$ cat src/rtl/core/desecb_pkg.sv
// shared types, tables and des functions for the des ecb encryptor
`timescale 1ns / 1ps

package desecb_pkg;

    localparam int BLOCK_BYTES = 8;
    localparam int ROUNDS      = 16;
    localparam int QDEPTH      = 4;
    localparam int QPTR_W      = 2;
    localparam int QCNT_W      = 3;

    typedef struct packed {
        logic [63:0] block;
        logic        last;
    } t_blk_req;

    localparam int IP_TAB [64] = '{
        58,50,42,34,26,18,10,2, 60,52,44,36,28,20,12,4,
        62,54,46,38,30,22,14,6, 64,56,48,40,32,24,16,8,
        57,49,41,33,25,17,9,1,  59,51,43,35,27,19,11,3,
        61,53,45,37,29,21,13,5, 63,55,47,39,31,23,15,7 };

    localparam int FP_TAB [64] = '{
        40,8,48,16,56,24,64,32, 39,7,47,15,55,23,63,31,
        38,6,46,14,54,22,62,30, 37,5,45,13,53,21,61,29,
        36,4,44,12,52,20,60,28, 35,3,43,11,51,19,59,27,
        34,2,42,10,50,18,58,26, 33,1,41,9,49,17,57,25 };

    localparam int E_TAB [48] = '{
        32,1,2,3,4,5, 4,5,6,7,8,9, 8,9,10,11,12,13, 12,13,14,15,16,17,
        16,17,18,19,20,21, 20,21,22,23,24,25, 24,25,26,27,28,29, 28,29,30,31,32,1 };

    localparam int P_TAB [32] = '{
        16,7,20,21,29,12,28,17, 1,15,23,26,5,18,31,10,
        2,8,24,14,32,27,3,9,    19,13,30,6,22,11,4,25 };

    localparam int PC1_TAB [56] = '{
        57,49,41,33,25,17,9, 1,58,50,42,34,26,18,
        10,2,59,51,43,35,27, 19,11,3,60,52,44,36,
        63,55,47,39,31,23,15, 7,62,54,46,38,30,22,
        14,6,61,53,45,37,29, 21,13,5,28,20,12,4 };

    localparam int PC2_TAB [48] = '{
        14,17,11,24,1,5, 3,28,15,6,21,10, 23,19,12,4,26,8, 16,7,27,20,13,2,
        41,52,31,37,47,55, 30,40,51,45,33,48, 44,49,39,56,34,53, 46,42,50,36,29,32 };

    // total left rotation of c and d after each round
    localparam int ROT_SUM [16] = '{1,2,4,6,8,10,12,14,15,17,19,21,23,25,27,28};

    localparam int SBOX [8][64] = '{
        '{14,4,13,1,2,15,11,8,3,10,6,12,5,9,0,7, 0,15,7,4,14,2,13,1,10,6,12,11,9,5,3,8,
          4,1,14,8,13,6,2,11,15,12,9,7,3,10,5,0, 15,12,8,2,4,9,1,7,5,11,3,14,10,0,6,13},
        '{15,1,8,14,6,11,3,4,9,7,2,13,12,0,5,10, 3,13,4,7,15,2,8,14,12,0,1,10,6,9,11,5,
          0,14,7,11,10,4,13,1,5,8,12,6,9,3,2,15, 13,8,10,1,3,15,4,2,11,6,7,12,0,5,14,9},
        '{10,0,9,14,6,3,15,5,1,13,12,7,11,4,2,8, 13,7,0,9,3,4,6,10,2,8,5,14,12,11,15,1,
          13,6,4,9,8,15,3,0,11,1,2,12,5,10,14,7, 1,10,13,0,6,9,8,7,4,15,14,3,11,5,2,12},
        '{7,13,14,3,0,6,9,10,1,2,8,5,11,12,4,15, 13,8,11,5,6,15,0,3,4,7,2,12,1,10,14,9,
          10,6,9,0,12,11,7,13,15,1,3,14,5,2,8,4, 3,15,0,6,10,1,13,8,9,4,5,11,12,7,2,14},
        '{2,12,4,1,7,10,11,6,8,5,3,15,13,0,14,9, 14,11,2,12,4,7,13,1,5,0,15,10,3,9,8,6,
          4,2,1,11,10,13,7,8,15,9,12,5,6,3,0,14, 11,8,12,7,1,14,2,13,6,15,0,9,10,4,5,3},
        '{12,1,10,15,9,2,6,8,0,13,3,4,14,7,5,11, 10,15,4,2,7,12,9,5,6,1,13,14,0,11,3,8,
          9,14,15,5,2,8,12,3,7,0,4,10,1,13,11,6, 4,3,2,12,9,5,15,10,11,14,1,7,6,0,8,13},
        '{4,11,2,14,15,0,8,13,3,12,9,7,5,10,6,1, 13,0,11,7,4,9,1,10,14,3,5,12,2,15,8,6,
          1,4,11,13,12,3,7,14,10,15,6,8,0,5,9,2, 6,11,13,8,1,4,10,7,9,5,0,15,14,2,3,12},
        '{13,2,8,4,6,15,11,1,10,9,3,14,5,0,12,7, 1,15,13,8,10,3,7,4,12,5,6,11,0,14,9,2,
          7,11,4,1,9,12,14,2,0,6,10,13,15,3,5,8, 2,1,14,7,4,10,8,13,15,12,9,0,5,6,11,3} };

    function automatic logic [63:0] f_ip(input logic [63:0] v);
        logic [63:0] r;
        r = '0;
        for (int i = 0; i < 64; i++) r[63-i] = v[64-IP_TAB[i]];
        return r;
    endfunction

    function automatic logic [63:0] f_fp(input logic [63:0] v);
        logic [63:0] r;
        r = '0;
        for (int i = 0; i < 64; i++) r[63-i] = v[64-FP_TAB[i]];
        return r;
    endfunction

    function automatic logic [47:0] f_e(input logic [31:0] v);
        logic [47:0] r;
        r = '0;
        for (int i = 0; i < 48; i++) r[47-i] = v[32-E_TAB[i]];
        return r;
    endfunction

    function automatic logic [31:0] f_p(input logic [31:0] v);
        logic [31:0] r;
        r = '0;
        for (int i = 0; i < 32; i++) r[31-i] = v[32-P_TAB[i]];
        return r;
    endfunction

    function automatic logic [55:0] f_pc1(input logic [63:0] v);
        logic [55:0] r;
        r = '0;
        for (int i = 0; i < 56; i++) r[55-i] = v[64-PC1_TAB[i]];
        return r;
    endfunction

    function automatic logic [47:0] f_pc2(input logic [55:0] v);
        logic [47:0] r;
        r = '0;
        for (int i = 0; i < 48; i++) r[47-i] = v[56-PC2_TAB[i]];
        return r;
    endfunction

    function automatic logic [27:0] f_rotl28(input logic [27:0] x, input int n);
        logic [55:0] d;
        d = {x, x} << n;
        return d[55:28];
    endfunction

    // round subkey, pure wiring of the key for a fixed round
    function automatic logic [47:0] f_subkey(input logic [63:0] key, input int rnd);
        logic [55:0] cd;
        logic [27:0] c;
        logic [27:0] d;
        cd = f_pc1(key);
        c  = f_rotl28(cd[55:28], ROT_SUM[rnd]);
        d  = f_rotl28(cd[27:0], ROT_SUM[rnd]);
        return f_pc2({c, d});
    endfunction

    function automatic logic [31:0] f_round(input logic [31:0] r, input logic [47:0] k);
        logic [47:0] x;
        logic [5:0]  c;
        logic [31:0] s;
        x = f_e(r) ^ k;
        s = '0;
        for (int i = 0; i < 8; i++) begin
            c = x[47-6*i -: 6];
            s[31-4*i -: 4] = 4'(SBOX[i][{c[5], c[0], c[4:1]}]);
        end
        return f_p(s);
    endfunction

    // pad bytes after cnt gathered bytes, pad value is the pad count
    function automatic logic [63:0] f_pad(input logic [55:0] part, input logic [2:0] cnt);
        logic [3:0]  pad;
        logic [63:0] b;
        pad = 4'(BLOCK_BYTES) - {1'b0, cnt};
        b   = {8'h00, part} << {pad, 3'b000};
        for (int i = 0; i < 8; i++) begin
            if (i < pad) b[8*i +: 8] = {4'h0, pad};
        end
        return b;
    endfunction

endpackage

$ cat src/rtl/core/desecb_fifo.sv
// short request queue between the front end and the cipher pipeline
`timescale 1ns / 1ps

module desecb_fifo (
    input  logic                  i_clk,
    input  logic                  i_rst_n,
    input  logic                  i_push,
    input  desecb_pkg::t_blk_req  i_req,
    output logic                  o_full,
    output logic                  o_valid,
    output desecb_pkg::t_blk_req  o_req,
    input  logic                  i_pop
);
    import desecb_pkg::*;

    t_blk_req          r_mem [QDEPTH];
    logic [QPTR_W-1:0] r_wr_ptr;
    logic [QPTR_W-1:0] r_rd_ptr;
    logic [QCNT_W-1:0] r_count;
    logic              wr;
    logic              rd;

    assign o_full  = (r_count == QCNT_W'(QDEPTH));
    assign o_valid = (r_count != '0);
    assign o_req   = r_mem[r_rd_ptr];
    assign wr      = i_push && !o_full;
    assign rd      = i_pop && o_valid;

    always_ff @(posedge i_clk) begin
        if (wr) begin
            r_mem[r_wr_ptr] <= i_req;
        end
    end

    always_ff @(posedge i_clk) begin
        if (!i_rst_n) begin
            r_wr_ptr <= '0;
            r_rd_ptr <= '0;
            r_count  <= '0;
        end else begin
            if (wr) r_wr_ptr <= r_wr_ptr + 1'b1;
            if (rd) r_rd_ptr <= r_rd_ptr + 1'b1;
            case ({wr, rd})
                2'b10:   r_count <= r_count + 1'b1;
                2'b01:   r_count <= r_count - 1'b1;
                default: r_count <= r_count;
            endcase
        end
    end

    a_count_bound: assert property (@(posedge i_clk) disable iff (!i_rst_n)
        r_count <= QCNT_W'(QDEPTH))
        else $error("queue count beyond depth");

    a_count_step: assert property (@(posedge i_clk) disable iff (!i_rst_n)
        (wr && !rd) |=> (r_count == $past(r_count) + 1'b1))
        else $error("queue count did not follow a write");

endmodule

$ cat config.mk
export PLATFORM = sky130hd
export DESIGN_NAME = desecb_fifo
export DESIGN_NICKNAME = d
export VERILOG_FILES = /design/src/rtl/core/desecb_pkg.sv /design/src/rtl/core/desecb_fifo.sv
export SDC_FILE = /design/constraint.sdc
export NUM_CORES = 1
export LEC_CHECK = 0
export ABC_AREA = 1
export BUFFER_PORTS_ARGS = -buffer_cell sky130_fd_sc_hd__buf_2
export CAP_MARGIN = 20
export CORE_ASPECT_RATIO = 0.6
export CORE_MARGIN = 3
export CORE_UTILIZATION = 35
export DETAILED_ROUTE_END_ITERATION = 16
export GPL_ROUTABILITY_DRIVEN = 0
export PLACE_DENSITY = 0.64
export SYNTH_ARGS = -nofsm -noshare
export SYNTH_HDL_FRONTEND = slang
export SYNTH_SLANG_ARGS = --single-unit
$ cat constraint.sdc
create_clock -name i_clk -period 5.12 [get_ports i_clk]
set_clock_uncertainty 0.2 [all_clocks]
set_input_delay 0.512 -clock i_clk [delete_from_list [all_inputs] [get_ports i_clk]]
set_output_delay 0.512 -clock i_clk [all_outputs]
set_load 0.01 [all_outputs]
==> impl_metrics.tcl <==
set metrics [dict create \
    die_w_um 229 \
    fmax_mhz 280 \
    core_area_sq_um 29100 \
    reg2reg_depth 5 \
    rr_endpoint "r_mem[1][39]$_DFFE_PP_" \
    grt_setup_unrepaired "no" \
    place_ws_ns 2.10 \
    period_needed_ns 3.57 \
    p_leak_nw 4.37 \
    grt_usage 0.142 \
    worst_pin_slew_ns 0.977 \
    ys_seq_area_frac 0.764 \
    vias 6142 \
    status "finished, final reports clean" \
    clkLatencyLatePin_ns 0.52 \
    grt.overflow.total 0 \
    grt_pass1_vias 5801 \
    grt_start_max_net_pins 113 \
    maxSlewViolCount 0 \
    post_cts_resized 0 \
    hold_path_class "in -> reg" \
    cts.sinks 269 \
    syn_inst 698 \
    yosysWarnings 0 \
    top_layer_used "met5" \
    final.setup.tns_ns 0 \
    synth_top_area_frac 0.747 \
    cp.required_ns 4.41 \
    synth_fp_nets 773 \
    final_cell_mix "edfxtp_1 (260), buf_2 (135), nor2_1 (111), o21ai_0 (92), o22ai_1 (45)" \
    start_util 0.359 \
    num_rows 48 \
    start_kind "register" \
    crit_chain "inv_6 > buf_4 > nor2_1 > o22ai_1 > buf_2" \
    mostFrequentLayoutCell "edfxtp_1" \
    syn_area_per_cell_sq_um 15.0 \
    slowest_stage "inv_6" \
    r2r_start "r_count[1]$_SDFFE_PN0P_" \
    power_frac_comb 0.246 \
    cts_tree "yes" \
    vias_per_cell 4.78 \
    fin_area_sq_um 12600 \
    nets 941 \
    drt_iter0_drc 563 \
    ios 136 \
    hpwlAfterDp_mm 13.9 \
    finalHoldViolCount 0 \
    period_share 0.697 \
    crit_type "reg -> out" \
    worst-path-buf-inv 3 \
    switching_share 0.308 \
    synthTopCellsByArea "edfxtp_1 (75%), o21ai_0 (4.4%), nor2_1 (4.1%), o22ai_1 (2.7%), o22ai_2 (2.4%)" \
    pwr-share-seq 0.450 \
    setup_viol 0 \
    antenna_found_initial 1 \
    met3WireLength_mm 1.58 \
    crit_end "o_req[15]" \
    die_h_um 140 \
    dpl_cell_area_sq_um 11400 \
    critPathTopFamily "buffers and inverters" \
    numPortBuffers 135 \
    ir_worst_vdd_uv 360 \
    n_antenna_cell 0 \
    m1WireLength_mm 11.4 \
    fin_ws_ns 1.55 \
    final_util 0.435 \
    cts_buffers 25 \
    area.growth.synth_to_final_pct 20.9 \
    reg2reg_setup_slack_ns 2.30 \
    internal_power_mw 4.11 \
    synth_top_area_cell "edfxtp_1" \
    path_clk_slew_ns 0.07 \
    postCtsSetupRepairBufs 0 \
    dieArea_sq_um 32000 \
    critPathCaptureType "primary output" \
    p_per_area_nw_per_um2 470 \
    relSlewSlack 0.349 \
    syn_area_sq_um 10400 \
    timing.max_cap.violations 0 \
    path_max_fanout 93 \
    drcViolationCount 0 \
    cp.depth 5 \
    drt-wirelength-per-cell_um 18.0 \
    wl_mm 23.1 \
    cts_htree_levels 1 \
    first_pass_iters 4 \
    cp.arrival_ns 2.86 \
    cts-root-buf "clkbuf_16" \
    switching_power_mw 1.83 \
    power_frac_clock 0.304 \
    p_total_mw 5.94 \
    crit_path_max_incr_delay_ns 0.70 \
    cts_max_path_buffers 3 \
    met2WireLength_mm 9.93 \
    synth.distinct_cells 24 \
    drive_gt1_frac 0.279 \
    ant_nets 0 \
    grt_pass1_wl_mm 35.5 \
    synth_seq_cells 269 \
]
## routing by layer
metal | vias up | track usage
met5 | - | 0
met4 | 2 | 0.0224
met3 | 30 | 0.0315
met2 | 203 | 0.206
met1 | 2966 | 0.220
li1 | 2941 | -
## sequential cells by signal, summed over array words and instances, names as in the netlist, named ones only
| register | flops |
|---|---|
| r_mem | 260 |
| r_wr_ptr | 2 |
| r_rd_ptr | 2 |
| r_count | 3 |
## power groups by stage
| stage | sequential [mW] | combinational [mW] | clock, mW |
|---|---|---|---|
| finish | 2.67 | 1.46 | 1.81 |
| global route | 2.69 | 1.62 | 1.95 |
| CTS | 2.67 | 1.47 | 1.85 |
| detailed placement | 2.72 | 1.45 | 0 |
| floorplan | 2.72 | 0.960 | 0 |
| global placement | 2.72 | 1.44 | 0 |
## synthesized netlist by cell type, drive strengths merged
| cell | count |
|---|---|
| fa | 1 |
| dfxtp | 9 |
| o22ai | 65 |
| o21ai | 132 |
| nor2 | 140 |
| clkbuf | 17 |
| a21oi | 5 |
| buf | 25 |
| nand3 | 5 |
| edfxtp | 260 |
| nand2 | 15 |
| ha | 5 |
| inv | 19 |
## cells by family (layout without fill, tap and decap cells)
| family | count (synthesis) | in the layout | synth area share |
|---|---|---|---|
| flops | 269 | 269 | 0.764 |
| simple gates | 160 | 160 | 0.0736 |
| fa+ha+maj | 6 | 6 | 0.00790 |
| buf+inv | 61 | 248 | 0.0357 |
| compound gates | 202 | 202 | 0.118 |
## worst min path at each step
stage | start | to | cells past startpoint
after floorplan | r_rd_ptr[1]$_SDFFE_PN0P_ | register | 2
final | i_req[40] | r_mem[3][40]$_DFFE_PP_ | 1
after global routing | i_req[1] | r_mem[2][1]$_DFFE_PP_ | 1
after detailed placement | r_wr_ptr[0]$_SDFFE_PN0P_ | r_wr_ptr[0]$_SDFFE_PN0P_ | 2
after CTS | i_req[1] | r_mem[0][1]$_DFFE_PP_ | 1
after global placement | r_rd_ptr[1]$_SDFFE_PN0P_ | register | 2
## metrics by stage
step	hold slack (ns)	std cells
after CTS	0.000435	1283
after global placement	0.290	1202
final	0.0165	1285
after detailed placement	0.303	1202
after global routing	0.000241	1285
after floorplan	0.262	698
## final cells by class
class	instances	area [sq um]
clock buffer	27	633
fill	2658	16400
timing repair buffer	183	1150
multi-input combinational	368	2120
tap	400	500
inverter	19	76.3
sequential	269	7990
clock inverter	19	165
## repair_timing
item                                    4_1_cts  5_1_grt
endpoints found under the setup margin        0        0
endpoints found under the hold margin       132        0
hold buffers                                 35        0
Note: power is estimated with default switching activity, not from simulation.
