<file path="src/rtl/core/desecb_pkg.sv">
// shared types, tables and des functions for the des ecb encryptor
`timescale 1ns / 1ps

package desecb_pkg;

    localparam int BLOCK_BYTES = 8;
    localparam int ROUNDS      = 16;
    localparam int QDEPTH      = 4;
    localparam int QPTR_W      = 2;
    localparam int QCNT_W      = 3;

    typedef struct packed {
        logic [63:0] block;
        logic        last;
    } t_blk_req;

    localparam int IP_TAB [64] = '{
        58,50,42,34,26,18,10,2, 60,52,44,36,28,20,12,4,
        62,54,46,38,30,22,14,6, 64,56,48,40,32,24,16,8,
        57,49,41,33,25,17,9,1,  59,51,43,35,27,19,11,3,
        61,53,45,37,29,21,13,5, 63,55,47,39,31,23,15,7 };

    localparam int FP_TAB [64] = '{
        40,8,48,16,56,24,64,32, 39,7,47,15,55,23,63,31,
        38,6,46,14,54,22,62,30, 37,5,45,13,53,21,61,29,
        36,4,44,12,52,20,60,28, 35,3,43,11,51,19,59,27,
        34,2,42,10,50,18,58,26, 33,1,41,9,49,17,57,25 };

    localparam int E_TAB [48] = '{
        32,1,2,3,4,5, 4,5,6,7,8,9, 8,9,10,11,12,13, 12,13,14,15,16,17,
        16,17,18,19,20,21, 20,21,22,23,24,25, 24,25,26,27,28,29, 28,29,30,31,32,1 };

    localparam int P_TAB [32] = '{
        16,7,20,21,29,12,28,17, 1,15,23,26,5,18,31,10,
        2,8,24,14,32,27,3,9,    19,13,30,6,22,11,4,25 };

    localparam int PC1_TAB [56] = '{
        57,49,41,33,25,17,9, 1,58,50,42,34,26,18,
        10,2,59,51,43,35,27, 19,11,3,60,52,44,36,
        63,55,47,39,31,23,15, 7,62,54,46,38,30,22,
        14,6,61,53,45,37,29, 21,13,5,28,20,12,4 };

    localparam int PC2_TAB [48] = '{
        14,17,11,24,1,5, 3,28,15,6,21,10, 23,19,12,4,26,8, 16,7,27,20,13,2,
        41,52,31,37,47,55, 30,40,51,45,33,48, 44,49,39,56,34,53, 46,42,50,36,29,32 };

    // total left rotation of c and d after each round
    localparam int ROT_SUM [16] = '{1,2,4,6,8,10,12,14,15,17,19,21,23,25,27,28};

    localparam int SBOX [8][64] = '{
        '{14,4,13,1,2,15,11,8,3,10,6,12,5,9,0,7, 0,15,7,4,14,2,13,1,10,6,12,11,9,5,3,8,
          4,1,14,8,13,6,2,11,15,12,9,7,3,10,5,0, 15,12,8,2,4,9,1,7,5,11,3,14,10,0,6,13},
        '{15,1,8,14,6,11,3,4,9,7,2,13,12,0,5,10, 3,13,4,7,15,2,8,14,12,0,1,10,6,9,11,5,
          0,14,7,11,10,4,13,1,5,8,12,6,9,3,2,15, 13,8,10,1,3,15,4,2,11,6,7,12,0,5,14,9},
        '{10,0,9,14,6,3,15,5,1,13,12,7,11,4,2,8, 13,7,0,9,3,4,6,10,2,8,5,14,12,11,15,1,
          13,6,4,9,8,15,3,0,11,1,2,12,5,10,14,7, 1,10,13,0,6,9,8,7,4,15,14,3,11,5,2,12},
        '{7,13,14,3,0,6,9,10,1,2,8,5,11,12,4,15, 13,8,11,5,6,15,0,3,4,7,2,12,1,10,14,9,
          10,6,9,0,12,11,7,13,15,1,3,14,5,2,8,4, 3,15,0,6,10,1,13,8,9,4,5,11,12,7,2,14},
        '{2,12,4,1,7,10,11,6,8,5,3,15,13,0,14,9, 14,11,2,12,4,7,13,1,5,0,15,10,3,9,8,6,
          4,2,1,11,10,13,7,8,15,9,12,5,6,3,0,14, 11,8,12,7,1,14,2,13,6,15,0,9,10,4,5,3},
        '{12,1,10,15,9,2,6,8,0,13,3,4,14,7,5,11, 10,15,4,2,7,12,9,5,6,1,13,14,0,11,3,8,
          9,14,15,5,2,8,12,3,7,0,4,10,1,13,11,6, 4,3,2,12,9,5,15,10,11,14,1,7,6,0,8,13},
        '{4,11,2,14,15,0,8,13,3,12,9,7,5,10,6,1, 13,0,11,7,4,9,1,10,14,3,5,12,2,15,8,6,
          1,4,11,13,12,3,7,14,10,15,6,8,0,5,9,2, 6,11,13,8,1,4,10,7,9,5,0,15,14,2,3,12},
        '{13,2,8,4,6,15,11,1,10,9,3,14,5,0,12,7, 1,15,13,8,10,3,7,4,12,5,6,11,0,14,9,2,
          7,11,4,1,9,12,14,2,0,6,10,13,15,3,5,8, 2,1,14,7,4,10,8,13,15,12,9,0,5,6,11,3} };

    function automatic logic [63:0] f_ip(input logic [63:0] v);
        logic [63:0] r;
        r = '0;
        for (int i = 0; i < 64; i++) r[63-i] = v[64-IP_TAB[i]];
        return r;
    endfunction

    function automatic logic [63:0] f_fp(input logic [63:0] v);
        logic [63:0] r;
        r = '0;
        for (int i = 0; i < 64; i++) r[63-i] = v[64-FP_TAB[i]];
        return r;
    endfunction

    function automatic logic [47:0] f_e(input logic [31:0] v);
        logic [47:0] r;
        r = '0;
        for (int i = 0; i < 48; i++) r[47-i] = v[32-E_TAB[i]];
        return r;
    endfunction

    function automatic logic [31:0] f_p(input logic [31:0] v);
        logic [31:0] r;
        r = '0;
        for (int i = 0; i < 32; i++) r[31-i] = v[32-P_TAB[i]];
        return r;
    endfunction

    function automatic logic [55:0] f_pc1(input logic [63:0] v);
        logic [55:0] r;
        r = '0;
        for (int i = 0; i < 56; i++) r[55-i] = v[64-PC1_TAB[i]];
        return r;
    endfunction

    function automatic logic [47:0] f_pc2(input logic [55:0] v);
        logic [47:0] r;
        r = '0;
        for (int i = 0; i < 48; i++) r[47-i] = v[56-PC2_TAB[i]];
        return r;
    endfunction

    function automatic logic [27:0] f_rotl28(input logic [27:0] x, input int n);
        logic [55:0] d;
        d = {x, x} << n;
        return d[55:28];
    endfunction

    // round subkey, pure wiring of the key for a fixed round
    function automatic logic [47:0] f_subkey(input logic [63:0] key, input int rnd);
        logic [55:0] cd;
        logic [27:0] c;
        logic [27:0] d;
        cd = f_pc1(key);
        c  = f_rotl28(cd[55:28], ROT_SUM[rnd]);
        d  = f_rotl28(cd[27:0], ROT_SUM[rnd]);
        return f_pc2({c, d});
    endfunction

    function automatic logic [31:0] f_round(input logic [31:0] r, input logic [47:0] k);
        logic [47:0] x;
        logic [5:0]  c;
        logic [31:0] s;
        x = f_e(r) ^ k;
        s = '0;
        for (int i = 0; i < 8; i++) begin
            c = x[47-6*i -: 6];
            s[31-4*i -: 4] = 4'(SBOX[i][{c[5], c[0], c[4:1]}]);
        end
        return f_p(s);
    endfunction

    // pad bytes after cnt gathered bytes, pad value is the pad count
    function automatic logic [63:0] f_pad(input logic [55:0] part, input logic [2:0] cnt);
        logic [3:0]  pad;
        logic [63:0] b;
        pad = 4'(BLOCK_BYTES) - {1'b0, cnt};
        b   = {8'h00, part} << {pad, 3'b000};
        for (int i = 0; i < 8; i++) begin
            if (i < pad) b[8*i +: 8] = {4'h0, pad};
        end
        return b;
    endfunction

endpackage

</file>
<file path="src/rtl/core/desecb_front.sv">
// front end: gathers bytes into blocks and issues padded block requests
`timescale 1ns / 1ps

module desecb_front (
    input  logic                  i_clk,
    input  logic                  i_rst_n,
    input  logic                  i_valid,
    output logic                  o_stall,
    input  logic [7:0]            i_data_byte,
    input  logic                  i_has_byte,
    input  logic                  i_is_last,
    output logic                  o_push,
    output desecb_pkg::t_blk_req  o_req,
    input  logic                  i_q_full
);
    import desecb_pkg::*;

    logic [55:0] r_part;
    logic [2:0]  r_cnt;
    logic        r_pend;
    logic [55:0] n_part;
    logic [2:0]  n_cnt;
    logic        n_pend;
    logic [55:0] upd_part;
    logic [2:0]  upd_cnt;
    logic        acc;
    logic        full_hit;

    assign o_stall  = r_pend || i_q_full;
    assign acc      = i_valid && !o_stall;
    assign full_hit = i_has_byte && (r_cnt == 3'(BLOCK_BYTES - 1));

    always_comb begin
        n_part      = r_part;
        n_cnt       = r_cnt;
        n_pend      = r_pend;
        upd_part    = r_part;
        upd_cnt     = r_cnt;
        o_push      = 1'b0;
        o_req.block = f_pad(56'h0, 3'h0);
        o_req.last  = 1'b1;
        if (r_pend) begin
            // extra pad block after a message that ended on a block edge
            if (!i_q_full) begin
                o_push = 1'b1;
                n_pend = 1'b0;
            end
        end else if (acc) begin
            if (i_has_byte) begin
                if (full_hit) begin
                    o_push      = 1'b1;
                    o_req.block = {r_part, i_data_byte};
                    o_req.last  = 1'b0;
                    upd_part    = '0;
                    upd_cnt     = '0;
                end else begin
                    upd_part = {r_part[47:0], i_data_byte};
                    upd_cnt  = r_cnt + 3'd1;
                end
            end
            n_part = upd_part;
            n_cnt  = upd_cnt;
            if (i_is_last) begin
                if (full_hit) begin
                    n_pend = 1'b1;
                end else begin
                    o_push      = 1'b1;
                    o_req.block = f_pad(upd_part, upd_cnt);
                    o_req.last  = 1'b1;
                end
                n_part = '0;
                n_cnt  = '0;
            end
        end
    end

    always_ff @(posedge i_clk) begin
        if (!i_rst_n) begin
            r_part <= '0;
            r_cnt  <= '0;
            r_pend <= 1'b0;
        end else begin
            r_part <= n_part;
            r_cnt  <= n_cnt;
            r_pend <= n_pend;
        end
    end

    a_push_room: assert property (@(posedge i_clk) disable iff (!i_rst_n)
        o_push |-> !i_q_full)
        else $error("block request pushed into a full queue");

    a_pend_set: assert property (@(posedge i_clk) disable iff (!i_rst_n)
        (acc && full_hit && i_is_last) |=> (r_pend && r_cnt == 3'd0))
        else $error("pad block not scheduled after full final block");

endmodule

</file>
<file path="config.mk">
export PLATFORM = sky130hd
export DESIGN_NAME = desecb_front
export DESIGN_NICKNAME = d
export VERILOG_FILES = /design/src/rtl/core/desecb_pkg.sv /design/src/rtl/core/desecb_front.sv
export SDC_FILE = /design/constraint.sdc
export NUM_CORES = 1
export LEC_CHECK = 0
export ABC_CLOCK_PERIOD_IN_PS = 3900
export BUFFER_PORTS_ARGS = -buffer_cell sky130_fd_sc_hd__buf_2
export CORE_MARGIN = 3
export CORE_UTILIZATION = 53
export CTS_CLUSTER_DIAMETER = 60
export DETAILED_ROUTE_END_ITERATION = 7
export PLACE_DENSITY = 0.84
export SYNTH_ARGS = -nofsm -noshare
export SYNTH_HDL_FRONTEND = slang
export SYNTH_SLANG_ARGS = --single-unit
</file>
<file path="constraint.sdc">
create_clock -name i_clk -period 3.9 [get_ports i_clk]
set_clock_uncertainty 0.15 [all_clocks]
set_input_delay 0.78 -clock i_clk [delete_from_list [all_inputs] [get_ports i_clk]]
set_output_delay 0.78 -clock i_clk [all_outputs]
set_load 0.03 [all_outputs]
</file>
==> impl_metrics.env <==
export IMPL_status="finished with violations"
export IMPL_violations="negative setup slack"
export IMPL_min_period_ns=3.957
export IMPL_cp_start_kind="flop"
export IMPL_clk_path_buf_depth=2
export IMPL_firstDrtPassIters=5
export IMPL_wl_mm=22.14
export IMPL_grt_pass1_wl_mm=33.51
export IMPL_yosysUniqueCellTypes=62
export IMPL_dp_slack_ns=-0.05373
export IMPL_cts_tree="built"
export IMPL_syn2layout_area_growth_pct=31.05
export IMPL_io_pins=81
export IMPL_fillers=850
export IMPL_drcViolationCount=0
export IMPL_clk_root_buffer_cell="clkbuf_8"
export IMPL_ys_seq_area_share_pct=20.80
export IMPL_worst_slew_margin_rel_pct=38.35
export IMPL_async_reset_ff_share_pct=0
export IMPL_report_final_slew_viol_count=0
export IMPL_p_per_area_nw_per_um2=219.2
export IMPL_via_per_inst=6.933
export IMPL_gp_congestion=0.9975
export IMPL_pwr_share_comb_pct=30.7
export IMPL_clock_latency_ns=0.37
export IMPL_grt_max_degree=66
export IMPL_ant_nets=0
export IMPL_avgSynthCellArea_um2=7.867
export IMPL_drive_gt1_share_pct=37.04
export IMPL_cts_clk_slew_worst_paths_ns=0.08
export IMPL_dp_hpwl_mm=14.91
export IMPL_chipHeight_um=110.4
export IMPL_rows=37
export IMPL_p_int_mw=1.082
export IMPL_netlist_area_um2=5774
export IMPL_path_max_fanout=7
export IMPL_vdd_drop_max_mv=0.3384
export IMPL_path_class="reg2out"
export IMPL_worstSetupEndpointType="output pin"
export IMPL_syn_num_nets=752
export IMPL_die_width_um=110.4
export IMPL_numClockSinks=60
export IMPL_hold_violations=0
export IMPL_p_total_mw=1.658
export IMPL_power_frac_seq_pct=37.2
export IMPL_finalSetupViolations=17
export IMPL_grt_pass1_vias=6115
export IMPL_worst_slack_ns=-0.05686
export IMPL_via_count=6808
export IMPL_first_iter_violations=966
export IMPL_synth_warning_count=0
export IMPL_synth_ff_type="dfxtp_1"
export IMPL_synth_edf_count=0
export IMPL_post_drt_wl_per_cell_um=22.55
export IMPL_track_usage_pct=35.42
export IMPL_holdWs_ns=0.3842
export IMPL_rr_worst_depth=10
export IMPL_antenna_found_initial=1
export IMPL_fin_nets=859
export IMPL_min_period_over_period_pct=101.5
export IMPL_core_area_um2=10460
export IMPL_rsz0062_at_grt="true"
export IMPL_crit_required_ns=2.97
export IMPL_cp_data_arrival_time_ns=3.03
export IMPL_hold_class="reg2reg"
export IMPL_io_buffers=80
export IMPL_ys_ff_latch=60
export IMPL_fin_area_um2=7567
export IMPL_gr_total_overflow=0
export IMPL_initial_core_util_pct=55.19
export IMPL_swShare_pct=34.76
export IMPL_cts_inserted_buffers=9
export IMPL_h_tree_depth=3
export IMPL_holdBufCountCts=0
export IMPL_p_clk_share_pct=32.1
export IMPL_p_switching_uw=576.5
export IMPL_p_leak_nw=2.774
export IMPL_place_area_um2=6765
export IMPL_fmax_mhz=252.7
export IMPL_die_area_um2=12180
export IMPL_drv_cap=0
export IMPL_hold_depth=2
export IMPL_worstMarginPinSlew_ns=0.9248
export IMPL_syn_inst=734
## cells in the mapped netlist, drive strengths merged (2+ instances only)
library cell  number  area share [%]
a31oi             11             1.2
ha                 4            0.87
o21a               2            0.26
inv                7            0.45
or2                2            0.22
o211ai            35             4.6
a211oi             7             1.1
a31o               2            0.30
a32o               7             1.2
nor2b             67             7.4
clkbuf            32             2.1
dfxtp             60              21
nor2              27             1.9
a22o              15             2.3
nand2b            37             4.0
nand2             46             3.0
and2               2            0.22
nand3b             2            0.26
o2111ai           13             2.0
a22oi             65             8.5
or3                2            0.30
clkinv             3            0.20
a221o              2            0.35
buf               44             4.2
o32ai              3            0.46
nor3              12             1.1
mux2i             29             5.0
mux2              43             8.4
a21oi             30             2.8
and3               3            0.33
a221oi            12             2.0
nor3b              8             1.1
o21ai             42             3.6
a21o               5            0.65
o31ai              6            0.78
nand3             19             1.6
a32oi             18             2.7
## layout by cell type, fill, tap and decap left out, types with 12 or more instances in the layout
| cell | n |
|---|---|
| nor2b_1 | 64 |
| nand2_1 | 43 |
| nand2b_1 | 37 |
| a21oi_1 | 21 |
| dfxtp_1 | 58 |
| o211ai_1 | 35 |
| o21ai_0 | 20 |
| clkbuf_8 | 12 |
| a22o_1 | 15 |
| buf_6 | 25 |
| o2111ai_1 | 13 |
| nor2_1 | 24 |
| a22oi_1 | 62 |
| mux2i_1 | 28 |
| a32oi_1 | 14 |
| mux2_2 | 43 |
| buf_4 | 84 |
| buf_2 | 50 |
## cells by family after synthesis
family / count (synthesis) / share of synthesized area [%]
compound gates: 283 / 36.19
fa+ha+maj: 4 / 0.8668
buf+inv: 86 / 6.977
flops: 60 / 20.80
mux: 72 / 13.41
simple gates: 229 / 21.76
## power groups by stage
stage | logic [mW] | registers (mW) | clock network, mW
finish | 0.509 | 0.617 | 0.533
global route | 0.533 | 0.617 | 0.565
floorplan | 0.276 | 0.630 | 0
global placement | 0.419 | 0.631 | 0
CTS | 0.449 | 0.617 | 0.543
detailed placement | 0.423 | 0.631 | 0
## through the flow
step	std cells	setup TNS, ns	utilization, %
after global placement	949	-0.02146	64.66
after global routing	982	-3.898	72.33
after detailed placement	949	-0.08004	64.66
after floorplan	734	-0.07033	-
after CTS	973	0	68.30
final	982	-0.3475	72.33
## routing by layer
| metal | vias up | GRT usage [%] | routed length (um) |
|---|---|---|---|
| met5 | - | 0 | 0 |
| met4 | 0 | 12.31 | 600 |
| met3 | 55 | 7.804 | 2226 |
| met2 | 439 | 53.16 | 10080 |
| met1 | 3261 | 49.89 | 9240 |
| li1 | 3053 | - | - |
## critical path, stage by stage (launching register included)
cell and delay [ns]:
dfxtp_4 0.37, ha_4 0.16, ha_4 0.17, nor3b_4 0.20
or2_1 0.17, inv_2 0.06, ha_4 0.17, buf_6 0.12
nor3_4 0.26, a21o_1 0.25, buf_6 0.13, buf_8 0.13
a32oi_2 0.11, a22o_1 0.22, buf_6 0.14
## worst paths after layout
path	start	end	slack [ns]
min reg2reg	r_pend	r_pend	0.38
max reg2reg	r_cnt[1]	r_part[2]	1.26
min	r_pend	r_pend	0.38
max	r_cnt[1]	o_req[43]	-0.06
## final cells by class
type | count | area (um2) | area share, %
multi-input cells | 589 | 4592 | 60.68
repair buffers | 171 | 1374 | 18.15
flip-flops and latches | 60 | 1209 | 15.97
well taps | 136 | 170.2 | 2.249
clock buffers | 11 | 151.4 | 2.001
inverters | 10 | 43.79 | 0.5787
clock inverters | 4 | 25.02 | 0.3307
diodes | 1 | 2.502 | 0.03307
## what timing repair did
action                     4_1_cts  5_1_grt
pin swaps                        8       28
cloned                           1        0
setup buffers                    8        8
gates resized for setup         36      102
setup endpoints to repair       53       62
## flip-flops by register name, indices dropped and copies added, names as in the netlist
register / flops
r_cnt: 3
r_pend: 1
r_part: 56
Note: power is estimated with default switching activity, not from simulation.
